$ cat src/hw/rtl/worker_gang_pool_allocator_unit_defines.svh
// Assertion helpers shared by the allocator RTL.
`ifndef WORKER_GANG_POOL_ALLOCATOR_UNIT_DEFINES_SVH
`define WORKER_GANG_POOL_ALLOCATOR_UNIT_DEFINES_SVH

// Same-cycle implication, checked on every rising edge outside reset.
`define WKGP_ASSERT_IMPLIES(label, clk, rst_n, ante, cons) \
	label: assert property (@(posedge clk) disable iff (!rst_n) (ante) |-> (cons)) \
		else $error("wkgp same-cycle check failed");

// Next-cycle implication, checked on every rising edge outside reset.
`define WKGP_ASSERT_NEXT(label, clk, rst_n, ante, cons) \
	label: assert property (@(posedge clk) disable iff (!rst_n) (ante) |=> (cons)) \
		else $error("wkgp next-cycle check failed");

`endif

$ cat src/hw/rtl/wkgp_pkg.sv
`default_nettype none

package wkgp_pkg;

	// Slot indices are at most 6 bits; links carry one more bit for the null mark.
	typedef logic [5:0] slot_t;
	typedef logic [6:0] link_t;
	typedef logic [6:0] count_t;

	localparam link_t LINK_NULL = 7'h7F;

	localparam logic OP_ASSIGN  = 1'b0;
	localparam logic OP_RECLAIM = 1'b1;

	typedef enum logic [1:0] {
		STATUS_OK              = 2'd0,
		STATUS_ASSIGN_REFUSED  = 2'd1,
		STATUS_RECLAIM_REFUSED = 2'd2
	} status_t;

	typedef enum logic [3:0] {
		ST_IDLE         = 4'b0001,
		ST_ASSIGN_CHECK = 4'b0010,
		ST_ASSIGN_EMIT  = 4'b0100,
		ST_RECLAIM_WALK = 4'b1000
	} state_t;

	// Control bundle from the sequencer to the link store.
	typedef struct packed {
		slot_t rd_addr;
		logic  wr_en;
		slot_t wr_addr;
		link_t wr_data;
		logic  clear;
	} link_req_t;

endpackage

`default_nettype wire

$ cat src/hw/rtl/wkgp_link_mem.sv
`default_nettype none

module wkgp_link_mem #(
	parameter int DEPTH = 64
) (
	input  wire                      clk,
	input  wire                      arst_n,
	input  wire wkgp_pkg::link_req_t req,
	output wkgp_pkg::link_t          link
);
	import wkgp_pkg::*;

	localparam int IDX_W   = $clog2(DEPTH);
	localparam int ENTRIES = 1 << IDX_W;

	link_t              mem [ENTRIES];
	logic [ENTRIES-1:0] vld_q;
	link_t              data_s1;
	logic               vld_s1;
	slot_t              addr_s1;

	// An entry not written since the last rebuild links to the slot after it.
	always_ff @(posedge clk or negedge arst_n) begin
		if (!arst_n) begin
			vld_q <= '0;
		end else if (req.clear) begin
			vld_q <= '0;
		end else if (req.wr_en) begin
			vld_q[req.wr_addr[IDX_W-1:0]] <= 1'b1;
		end
	end

	always_ff @(posedge clk) begin
		if (req.wr_en) begin
			mem[req.wr_addr[IDX_W-1:0]] <= req.wr_data;
		end
		data_s1 <= mem[req.rd_addr[IDX_W-1:0]];
		vld_s1  <= vld_q[req.rd_addr[IDX_W-1:0]];
		addr_s1 <= req.rd_addr;
	end

	assign link = vld_s1 ? data_s1 : ({1'b0, addr_s1} + 7'd1);

endmodule

`default_nettype wire

$ cat src/hw/rtl/worker_gang_pool_allocator_unit.sv
`default_nettype none

// Worker gang pool allocator.
// A request is presented on operation, count and group_head and is taken at a
// rising edge where start is high and busy is low. An assign request hands out
// count free worker slots, one result per slot in free-list order, the final
// one marked by last. A reclaim request walks the chain starting at group_head,
// checks that it holds exactly count slots and pushes it back on the free list;
// it gives a single result. Refusals give one result with a non-zero status.
// Each result is shown for exactly one cycle with done high; the receiver has
// no means to hold it off, so it must take every result as it comes.
// Timing: a refusal found at once appears in the cycle after the request. An
// accepted assign walks the free list twice (a checking walk, then the
// emitting walk), its first result following the checking walk; a reclaim
// walks its chain once. The chain is followed one link per
// cycle through the registered read port of the link memory, which sets rate.
// The pool_size register is written through cfg_valid/cfg_ready while the block
// is idle; a write rebuilds the free list at once, as reset does, with no
// clearing pass: the rebuilt list lives in per-slot valid flags.
module worker_gang_pool_allocator_unit #(
	parameter int POOL_DEPTH = 64
) (
	input  wire                clk,
	input  wire                arst_n,
	input  wire                start,
	output logic               busy,
	input  wire                operation,
	input  wire  [6:0]         count,
	input  wire  [5:0]         group_head,
	input  wire                cfg_valid,
	output logic               cfg_ready,
	input  wire  [6:0]         pool_size,
	output logic               done,
	output logic [1:0]         status,
	output logic [5:0]         worker_slot,
	output logic [6:0]         idle_left,
	output logic               last
);
	import wkgp_pkg::*;

`include "worker_gang_pool_allocator_unit_defines.svh"

	// At most 64 slots are addressable, whatever the depth.
	localparam int MAX_SLOTS = (POOL_DEPTH < 64) ? POOL_DEPTH : 64;
	localparam count_t MAX_SLOTS_C = count_t'(MAX_SLOTS);

	state_t    state_q, state_d;
	count_t    pool_q, pool_d;
	link_t     head_q, head_d;
	count_t    idle_q, idle_d;
	link_t     cur_q, cur_d;
	count_t    k_q, k_d;
	count_t    cnt_q, cnt_d;
	slot_t     gh_q, gh_d;

	logic      done_q, done_d;
	status_t   status_q, status_d;
	slot_t     slot_q, slot_d;
	count_t    left_q, left_d;
	logic      last_q, last_d;

	link_req_t req;
	link_t     link;
	link_t     nxt_link;
	logic      nxt_null;
	logic      cur_valid;
	logic      k_last;
	logic      cfg_fire;
	logic      start_fire;
	logic [7:0] rec_sum;
	count_t    sat_size;

	wkgp_link_mem #(
		.DEPTH(MAX_SLOTS)
	) u_link_mem (
		.clk   (clk),
		.arst_n(arst_n),
		.req   (req),
		.link  (link)
	);

	// The link memory is always reading the slot that cur_q takes next, so the
	// link of the current slot is ready in the cycle that cur_q holds it.
	assign cur_valid = cur_q < pool_q;
	assign nxt_null  = !(cur_valid && (link < pool_q));
	assign nxt_link  = nxt_null ? LINK_NULL : link;
	assign k_last    = (k_q + 7'd1) == cnt_q;

	assign busy       = (state_q != ST_IDLE);
	assign cfg_ready  = (state_q == ST_IDLE) && !start;
	assign cfg_fire   = cfg_valid && cfg_ready;
	assign start_fire = start && !busy;
	assign rec_sum    = {1'b0, idle_q} + {1'b0, count};

	// A written size is clamped into the usable range.
	always_comb begin
		if (pool_size == 7'd0) begin
			sat_size = 7'd1;
		end else if (pool_size > MAX_SLOTS_C) begin
			sat_size = MAX_SLOTS_C;
		end else begin
			sat_size = pool_size;
		end
	end

	always_comb begin
		state_d  = state_q;
		pool_d   = pool_q;
		head_d   = head_q;
		idle_d   = idle_q;
		cur_d    = cur_q;
		k_d      = k_q;
		cnt_d    = cnt_q;
		gh_d     = gh_q;
		done_d   = 1'b0;
		status_d = STATUS_OK;
		slot_d   = '0;
		left_d   = idle_q;
		last_d   = 1'b1;
		req.wr_en   = 1'b0;
		req.wr_addr = cur_q[5:0];
		req.wr_data = LINK_NULL;
		req.clear   = 1'b0;

		unique case (state_q)
			ST_IDLE: begin
				if (cfg_fire) begin
					pool_d    = sat_size;
					idle_d    = sat_size;
					head_d    = '0;
					req.clear = 1'b1;
				end else if (start_fire) begin
					cnt_d = count;
					gh_d  = group_head;
					k_d   = '0;
					if (operation == OP_ASSIGN) begin
						if (count == 7'd0 || count > idle_q) begin
							done_d   = 1'b1;
							status_d = STATUS_ASSIGN_REFUSED;
						end else begin
							cur_d   = head_q;
							state_d = ST_ASSIGN_CHECK;
						end
					end else begin
						if (count == 7'd0 || {1'b0, group_head} >= pool_q ||
						    rec_sum > {1'b0, pool_q}) begin
							done_d   = 1'b1;
							status_d = STATUS_RECLAIM_REFUSED;
						end else begin
							cur_d   = {1'b0, group_head};
							state_d = ST_RECLAIM_WALK;
						end
					end
				end
			end
			ST_ASSIGN_CHECK: begin
				// The list must reach count slots before anything is handed out.
				if (!cur_valid) begin
					done_d   = 1'b1;
					status_d = STATUS_ASSIGN_REFUSED;
					state_d  = ST_IDLE;
				end else if (k_last) begin
					cur_d   = head_q;
					k_d     = '0;
					idle_d  = idle_q - cnt_q;
					state_d = ST_ASSIGN_EMIT;
				end else begin
					cur_d = nxt_link;
					k_d   = k_q + 7'd1;
				end
			end
			ST_ASSIGN_EMIT: begin
				done_d = 1'b1;
				slot_d = cur_q[5:0];
				last_d = k_last;
				if (k_last) begin
					// Cut the chain at its tail and move the head past it.
					head_d    = nxt_link;
					req.wr_en = 1'b1;
					state_d   = ST_IDLE;
				end else begin
					cur_d = nxt_link;
					k_d   = k_q + 7'd1;
				end
			end
			ST_RECLAIM_WALK: begin
				if (!k_last) begin
					if (nxt_null) begin
						done_d   = 1'b1;
						status_d = STATUS_RECLAIM_REFUSED;
						state_d  = ST_IDLE;
					end else begin
						cur_d = nxt_link;
						k_d   = k_q + 7'd1;
					end
				end else if (!nxt_null) begin
					done_d   = 1'b1;
					status_d = STATUS_RECLAIM_REFUSED;
					state_d  = ST_IDLE;
				end else begin
					// Splice the returned chain in front of the free list.
					req.wr_en   = 1'b1;
					req.wr_data = (head_q < pool_q) ? head_q : LINK_NULL;
					head_d      = {1'b0, gh_q};
					idle_d      = idle_q + cnt_q;
					left_d      = idle_q + cnt_q;
					done_d      = 1'b1;
					state_d     = ST_IDLE;
				end
			end
			default: begin
				state_d = ST_IDLE;
			end
		endcase

		req.rd_addr = cur_d[5:0];
	end

	always_ff @(posedge clk or negedge arst_n) begin
		if (!arst_n) begin
			state_q <= ST_IDLE;
			pool_q  <= MAX_SLOTS_C;
			idle_q  <= MAX_SLOTS_C;
			head_q  <= '0;
			done_q  <= 1'b0;
		end else begin
			state_q <= state_d;
			pool_q  <= pool_d;
			idle_q  <= idle_d;
			head_q  <= head_d;
			done_q  <= done_d;
		end
	end

	always_ff @(posedge clk) begin
		cur_q    <= cur_d;
		k_q      <= k_d;
		cnt_q    <= cnt_d;
		gh_q     <= gh_d;
		status_q <= status_d;
		slot_q   <= slot_d;
		left_q   <= left_d;
		last_q   <= last_d;
	end

	assign done        = done_q;
	assign status      = status_q;
	assign worker_slot = slot_q;
	assign idle_left   = left_q;
	assign last        = last_q;

	// An assignment's results come back to back until the one marked last.
	`WKGP_ASSERT_NEXT(a_emit_unbroken, clk, arst_n, done_q && !last_q, done_q)
	// The idle count never exceeds the pool in use.
	`WKGP_ASSERT_IMPLIES(a_idle_bound, clk, arst_n, 1'b1, idle_q <= pool_q)
	// A refusal is always a single closing result without a slot.
	`WKGP_ASSERT_IMPLIES(a_refusal_shape, clk, arst_n, done_q && status_q != STATUS_OK,
		last_q && slot_q == 6'd0)

endmodule

`default_nettype wire
$ cat config.mk
export PLATFORM = sky130hd
export DESIGN_NAME = worker_gang_pool_allocator_unit
export DESIGN_NICKNAME = d
export VERILOG_FILES = /design/src/hw/rtl/wkgp_pkg.sv /design/src/hw/rtl/wkgp_link_mem.sv /design/src/hw/rtl/worker_gang_pool_allocator_unit.sv
export VERILOG_INCLUDE_DIRS = /design/src /design/src/hw/rtl
export SDC_FILE = /design/constraint.sdc
export NUM_CORES = 1
export LEC_CHECK = 0
export ABC_AREA = 1
export BUFFER_PORTS_ARGS = -buffer_cell sky130_fd_sc_hd__buf_4
export CAP_MARGIN = 20
export CORE_UTILIZATION = 25
export DETAILED_ROUTE_END_ITERATION = 10
export HOLD_SLACK_MARGIN = 0.05
export PLACE_DENSITY_LB_ADDON = 0.05
export SETUP_SLACK_MARGIN = 0.1
export SLEW_MARGIN = 40
export SYNTH_ARGS = -nofsm -noshare
export SYNTH_HDL_FRONTEND = slang
export SYNTH_HIERARCHICAL = 1
export SYNTH_SLANG_ARGS = --single-unit
$ cat constraint.sdc
create_clock -name clk -period 4.9 [get_ports clk]
set_clock_uncertainty 0.05 [all_clocks]
set_input_delay 0.49 -clock clk [delete_from_list [all_inputs] [get_ports clk]]
set_output_delay 0.49 -clock clk [all_outputs]
set_load 0.005 [all_outputs]
==> results of run 1 <==
==> metrics by stage <==
step | utilization (%) | setup slack (ns)
floorplan | - | 0.9844
global placement | 28.37 | -0.2378
detailed placement | 28.38 | -0.1610
CTS | 30.93 | 0.06396
global route | 31.38 | 0.08211
finish | 31.38 | 0.3182
==> critical path, delay by kind of cell <==
family	cells	cell delay (ns)
simple gates	20	1.82
compound gates	2	0.28
xor+xnor	1	0.22
buf+inv	7	1.52
fa+ha+maj	2	0.68
==> cell type report <==
cell class	instances	area, sq um
fillers	11190	73980
flip-flops and latches	595	17060
multi-input cells	1931	9173
repair buffers	265	2706
clock buffers	112	2253
well taps	1403	1755
inverters	142	560.5
clock inverters	31	304.0
repair inverters	1	8.758
==> logic make-up after synthesis <==
logic type      count (synthesis)
xor+xnor                       11
flops                         595
fa+ha+maj                      64
compound gates                110
simple gates                 1746
buf+inv                       273
==> power groups by stage <==
stage / logic, mW / clock network, mW / registers (mW)
floorplan: 8.62 / 0 / 6.07
global placement: 14.9 / 0 / 6.17
detailed placement: 14.9 / 0 / 6.17
CTS: 15.1 / 5.92 / 6.07
global route: 17.4 / 6.08 / 6.11
finish: 15.9 / 5.71 / 6.07
==> registers in the layout (all words and copies together), names as in the netlist <==
| name | cells |
|---|---|
| u_link_mem/addr_s1 | 6 |
| k_q | 7 |
| cur_q | 7 |
| worker_slot | 6 |
| cnt_q | 7 |
| u_link_mem/mem | 448 |
| state_q | 4 |
| idle_q | 7 |
| gh_q | 6 |
| last | 1 |
| u_link_mem/data_s1 | 7 |
| u_link_mem/vld_s1 | 1 |
| status | 2 |
| pool_q | 7 |
| head_q | 7 |
| u_link_mem/vld_q | 64 |
| done | 1 |
| idle_left | 7 |
==> cells in the final DEF, fill, tap and decap left out, types with 12 or more instances in the layout <==
| master | count |
|---|---|
| clkbuf_1 | 20 |
| dfxtp_1 | 35 |
| inv_1 | 128 |
| a21oi_1 | 39 |
| dlygate4sd3_1 | 13 |
| edfxtp_1 | 469 |
| nor2_1 | 293 |
| clkinv_2 | 15 |
| nand3_2 | 22 |
| buf_4 | 200 |
| o21ai_0 | 37 |
| nand2_1 | 874 |
| nand4_1 | 30 |
| ha_1 | 59 |
| nor3_1 | 12 |
| dfrtp_1 | 86 |
| buf_12 | 40 |
| nand3_1 | 473 |
| clkbuf_16 | 86 |
==> worst max-delay path by stage <==
stage	start	to	cells past startpoint	slack (ns)
floorplan	count[0]	u_link_mem/data_s1[5]	31	0.98
global placement	count[0]	u_link_mem/data_s1[6]	31	-0.24
detailed placement	count[0]	u_link_mem/data_s1[6]	30	-0.16
CTS	idle_q[0]	u_link_mem/vld_s1	31	0.06
global route	count[1]	u_link_mem/vld_s1	32	0.08
finish	count[1]	u_link_mem/data_s1[0]	32	0.32
==> metal layers <==
layer	up-vias	GRT usage (%)	wire (um)
li1	9907	-	-
met3	85	2.140	3281
met5	-	0	0
met2	331	29.37	47780
met4	0	3.981	1423
met1	10170	24.46	47250
==> timing repair <==
| action | in CTS | in global routing |
|---|---|---|
| gates resized for setup | 6 | 44 |
| endpoints found under the setup margin | 5 | 8 |
| hold buffers | 13 | 0 |
| endpoints found under the hold margin | 28 | 0 |
| setup buffers | 0 | 15 |
| pin swaps | 0 | 9 |
| cloned | 1 | 6 |
==> results.md, run 1 <==
* Status: finished clean
* H-tree lvl count at 3
* Boundary Pins at between 40 and 50
* Async SR Flop Fraction at 15.13%
* DP Cell Count at between 4000 and 5000
* YS warnings at 6
* Num Clock Sinks at a little under 600
* Total chip power at between 20 and 30 mW
* ANT nets after route at 0
* PwrDens at roughly 800 nW/um^2
* Area share of fa/ha/maj cells after synthesis at roughly 3%
* Initial antenna violation count at 1
* Placement Cell Area at between 30000 and 40000 sq um
* Final non-filler cell total at ~4500
* Flop2flop setup slack at around 0.34 ns
* Seq pwr share at 21.9%
* Comb pwr share at between 50% and 60%
* Crit path max fanout at 7
* Post-synth top area cell: edfxtp_1
* GR Util All Layers at between 10% and 20%
* Largest family of logic cells by synthesized area: simple AND/OR/NAND/NOR gates
* HP Class: in2reg
* Clock power frac at 20.6%
* Origin of the worst min-delay path: start
* Yosys reg bits at 595
* Worst slew pin tran at between 0.8 and 0.9 ns
* Final hold violation count at 0
* Max Cap Viol at 0
* Clock Tree Buf Depth at 3
* VDD IR max at 0.5334 mV
* Port bufs at 43
* Pint at about 15 mW
* WL final at roughly 100000 um
* Worst path max stage delay at 0.53 ns
* Synth Flop Type: edfxtp_1
* Sw Ratio at between 40% and 50%
* Hold EP: status[1]
* First-pass iteration count of the detailed router at 7
* Yosys cell types at 50
* Max_slew headroom at between 40% and 50%
* Total die area at 110700 sq um
* FMAX at 0.2183 GHz
* Area Growth Syn to Fin at 23.65%
* Synth Area in XOR/XNOR at less than 1%
* Clock Latency Late Sink at 0.64 ns
* R2R Path Start: idle_q[0]
* Worst path most repeated cell: nand2_1
* Kind of critical path: in2reg
* Row cnt at between 100 and 150
* Crit end category: flop
* Die Y at about 330 um
* Setup TNS at 0 ns
* Slew Limit Fails at 0
* Post-synth design cell area at 27350 sq um
* Starting Density at approximately a quarter
* DRC errors left at 0
* DRT iter0 DRCs at ~1500
* Largest net degree at the start of global routing at 65
* Antenna diodes at 0
* Tmin final at approximately 4.6 ns
* CTS tree: yes
* Top cell type's share of synthesized area at about half
* Sequential area share after synthesis at between 60 and 70%
* Critical Path AT at about 5.1 ns
* Total nets after synthesis at 2888
* Layout cells sized above 1 at approximately 15%
* Most frequent cell after synthesis: nand2_1
* Final HPWL DP at ~65000 um
* Vias in the first global route at 20850
* Kind of start point of the critical path: input port
* Die Wd at approximately 330 um
* Core footprint at 107800 sq um
* CP max stage cell: dlygate4sd3_1
* P_sw at 12.98 mW
* Post-synth EDFFs at around 470
* Post-Syn Instances at ~2800
* Hold depth at 3
* First-pass GRT wire length at about 140000 um
* Cts bufs inserted at a little under 80
* Worst EP required at 5.39 ns
* Post-synth top cells: 881 x nand2_1, 499 x nand3_1, 469 x edfxtp_1
* Nets@finish at 3102
* Drt wl/cell at roughly 22 um
* CTS clk-pin slew, worst paths at ~0.060 ns
* Mux contribution to synthesized area at 0%
* Tcrit/Tclk final at between 90 and 100%
* Placer Congestion at between 0.8 and 0.9
* WHS at 0.09684 ns
* Setup violations, final at 0
* Worst r2r dst: u_link_mem/data_s1[0]
* Via density per instance at 4.574
* Mean Syn Cell Area at 9.773 sq um
* Area contributors post-synth: edfxtp_1 51%, nand2_1 12%, nand3_1 9.1%
* Global route overflow at 0
* Compound-Gate Fraction of Synth Area at 2.269%
* Non-Filler Cell Area, Final at roughly 34000 sq um
* RSZ-0062 raised after global routing: true
* Worst reg2reg path depth at 31
* DR vias at 20490
* Simple-gate portion of the synthesized area at between 20% and 30%
* Leakage at approximately 14 nW
* CTS root buf: clkbuf_16
No activity file was read; power rests on OpenSTA's default activity.
==> run 2: changes to the inputs <==
--- a/config.mk
+++ b/config.mk
@@ -7,7 +7,7 @@
 export NUM_CORES = 1
 export LEC_CHECK = 0
 export ABC_AREA = 1
-export BUFFER_PORTS_ARGS = -buffer_cell sky130_fd_sc_hd__buf_4
+export BUFFER_PORTS_ARGS = -buffer_cell sky130_fd_sc_hd__buf_2
 export CAP_MARGIN = 20
 export CORE_UTILIZATION = 25
 export DETAILED_ROUTE_END_ITERATION = 10
==> run 2 against run 1 <==
  * Clock power fell by 1%
  * Sequential power barely moved
  * Routed wire length rose by 1.0%
  * Non-clock buffer count fell by 3
  * Cell count fell by 0.11%
  * Critical path type is now reg2reg
  * Critical endpoint is now u_link_mem/data_s1[6]
  * Highest routed layer unchanged
==> results.md, run 2 (synthesis gave the netlist of run 1 again) <==
* Clock Tree Buf Depth at 3 (unchanged)
* Tcrit/Tclk final at 92.90% (was 93.51%)
* DR vias at 20730 (was 20490)
* Layout cells sized above 1 at 15.14% (was 14.82%)
* Kind of critical path: reg2reg (was in2reg)
* Most common cell after layout, fill and taps aside: nand2_1 (unchanged)
* PwrDens at 824.7 nW/um^2 (was 819.0 nW/um^2)
* DRT iter0 DRCs at 1393 (was 1503)
* Worst path most repeated cell: nand2_1 (unchanged)
* VDD IR max at 0.4684 mV (was 0.5334 mV)
* FMAX at 0.2197 GHz (was 0.2183 GHz)
* Initial antenna violation count at 1 (unchanged)
* Commonest non-fill, non-tap cells in the layout: 869 x nand2_1, 469 x edfxtp_1, 456 x nand3_1, 296 x nor2_1, 141 x buf_4 (was 874 x nand2_1, 473 x nand3_1, 469 x edfxtp_1, 293 x nor2_1, 200 x buf_4)
* Drt wl/cell at 22.51 um (was 22.26 um)
* Core footprint at 107800 sq um (unchanged)
* Vias in the first global route at 20870 (was 20850)
* Crit end category: flop (unchanged)
* Max_slew headroom at 46.47% (was 42.86%)
* Row cnt at 120 (unchanged)
* Boundary Pins at 44 (unchanged)
* Antenna diodes at 0 (unchanged)
* Final HPWL DP at 64330 um (was 65310 um)
* Kind of start point of the critical path: flop (was input port)
* RSZ-0062 raised after global routing: true (unchanged)
* Total chip power at 27.91 mW (was 27.70 mW)
* Flop2flop setup slack at 0.35 ns (was 0.34 ns)
* Num Clock Sinks at 595 (unchanged)
* Setup violations, final at 0 (unchanged)
* Die Wd at 332.8 um (unchanged)
* H-tree lvl count at 3 (unchanged)
* WL final at 100700 um (was 99730 um)
* Max reg flops at 448 (unchanged)
* HP Class: in2reg (unchanged)
* Critical Path AT at 5.05 ns (was 5.07 ns)
* First-pass iteration count of the detailed router at 5 (was 7)
* Max Cap Viol at 0 (unchanged)
* Die Y at 332.8 um (unchanged)
* Nets@finish at 3098 (was 3102)
* CTS clk-pin slew, worst paths at 0.06 ns (about the same)
* Starting Density at 25.37% (unchanged)
* Global route overflow at 0 (unchanged)
* Placer Congestion at 0.8197 (was 0.8337)
* Worst path max stage delay at 0.40 ns (was 0.53 ns)
* DRC errors left at 0 (unchanged)
* CP max stage cell: ha_2 (was dlygate4sd3_1)
* Crit path max fanout at 8 (was 7)
* ANT nets after route at 0 (unchanged)
* GR Util All Layers at 17.65% (was 17.68%)
* Placement Cell Area at 30520 sq um (was 30590 sq um)
* Non-Filler Cell Area, Final at 33840 sq um (was 33820 sq um)
* Leakage at 14.36 nW (was 14.38 nW)
* Total die area at 110700 sq um (unchanged)
* Via density per instance at 4.632 (was 4.574)
* CTS tree: yes (unchanged)
* Fill count at 11110 (was 11190)
* First-pass GRT wire length at 144000 um (was 144500 um)
* Largest net degree at the start of global routing at 65 (unchanged)
* Worst EP required at 5.40 ns (was 5.39 ns)
* Port bufs at 43 (unchanged)
* Cts bufs inserted at 77 (unchanged)
* Slew Limit Fails at 0 (unchanged)
* Clock Latency Late Sink at 0.65 ns (was 0.64 ns)
* CTS root buf: clkbuf_16 (unchanged)
* Status: finished clean (unchanged)
* Worst slew pin tran at 0.8000 ns (was 0.8539 ns)
* Final hold violation count at 0 (unchanged)
* Area Growth Syn to Fin at 23.71% (was 23.65%)
* Tmin final at 4.552 ns (was 4.582 ns)
-- run 2: power breakdown --
group | internal [mW] | leakage [nW] | switching, mW
Sequential | 5.77 | 7.02 | 0.278
Combinational | 5.60 | 6.12 | 10.6
Clock | 3.34 | 1.22 | 2.30
Total | 14.7 | 14.4 | 13.2
-- run 2: final cells by class --
type	count	area [sq um]	area share [%]
multi-input cells	1931	9235	27.29
clock inverters	34	290.3	0.8578
flip-flops and latches	595	17060	50.41
clock buffers	108	2197	6.492
repair buffers	262	2746	8.115
inverters	142	556.8	1.645
well taps	1403	1755	5.187
-- run 2: worst max-delay path: cells and delay by family, from the launching register on --
family | cells | cell delay (ns)
simple gates | 16 | 1.60
buf+inv | 7 | 0.88
fa+ha+maj | 2 | 0.68
compound gates | 4 | 0.67
flops | 1 | 0.34
xor+xnor | 1 | 0.23
-- run 2: per-stage QoR --
stage / hold WS (ns) / instances / utilization, % / worst slack (ns) / setup TNS [ns]
floorplan: 0.1444 / 2799 / - / 0.9844 / 0
global placement: 0.4289 / 4300 / 28.29 / -0.1540 / -0.8375
detailed placement: 0.4336 / 4300 / 28.31 / -0.1113 / -0.3836
CTS: 0.05096 / 4455 / 30.73 / 0.1179 / 0
global route: 0.07684 / 4475 / 31.39 / 0.06519 / 0
finish: 0.1012 / 4475 / 31.39 / 0.3479 / 0
-- run 2: final timing paths --
kind	from	endpoint	cells after the start
worst max-delay path	idle_q[2]	u_link_mem/data_s1[6]	30
worst min-delay path	count[1]	cnt_q[1]	1
worst min register to register	u_link_mem/vld_q[54]	u_link_mem/vld_q[54]	2
max in group asynchronous	arst_n	idle_q[6]	3
worst max register to register	idle_q[2]	u_link_mem/data_s1[6]	30
min in group asynchronous	arst_n	u_link_mem/vld_q[2]	2
-- run 2: per-layer routing --
layer	GRT usage, %	wire (um)	up-vias
met5	0	0	-
met2	28.73	47150	397
met1	23.98	46820	10290
li1	-	-	9904
met4	5.324	2756	0
met3	2.833	4026	136
-- run 2: timing repair --
action,4_1_cts,5_1_grt
cloned,0,15
resized for setup,0,72
endpoints found under the hold margin,51,0
pin swaps,1,8
buffers inserted,1,5
hold buffers,12,0
endpoints found under the setup margin,1,8
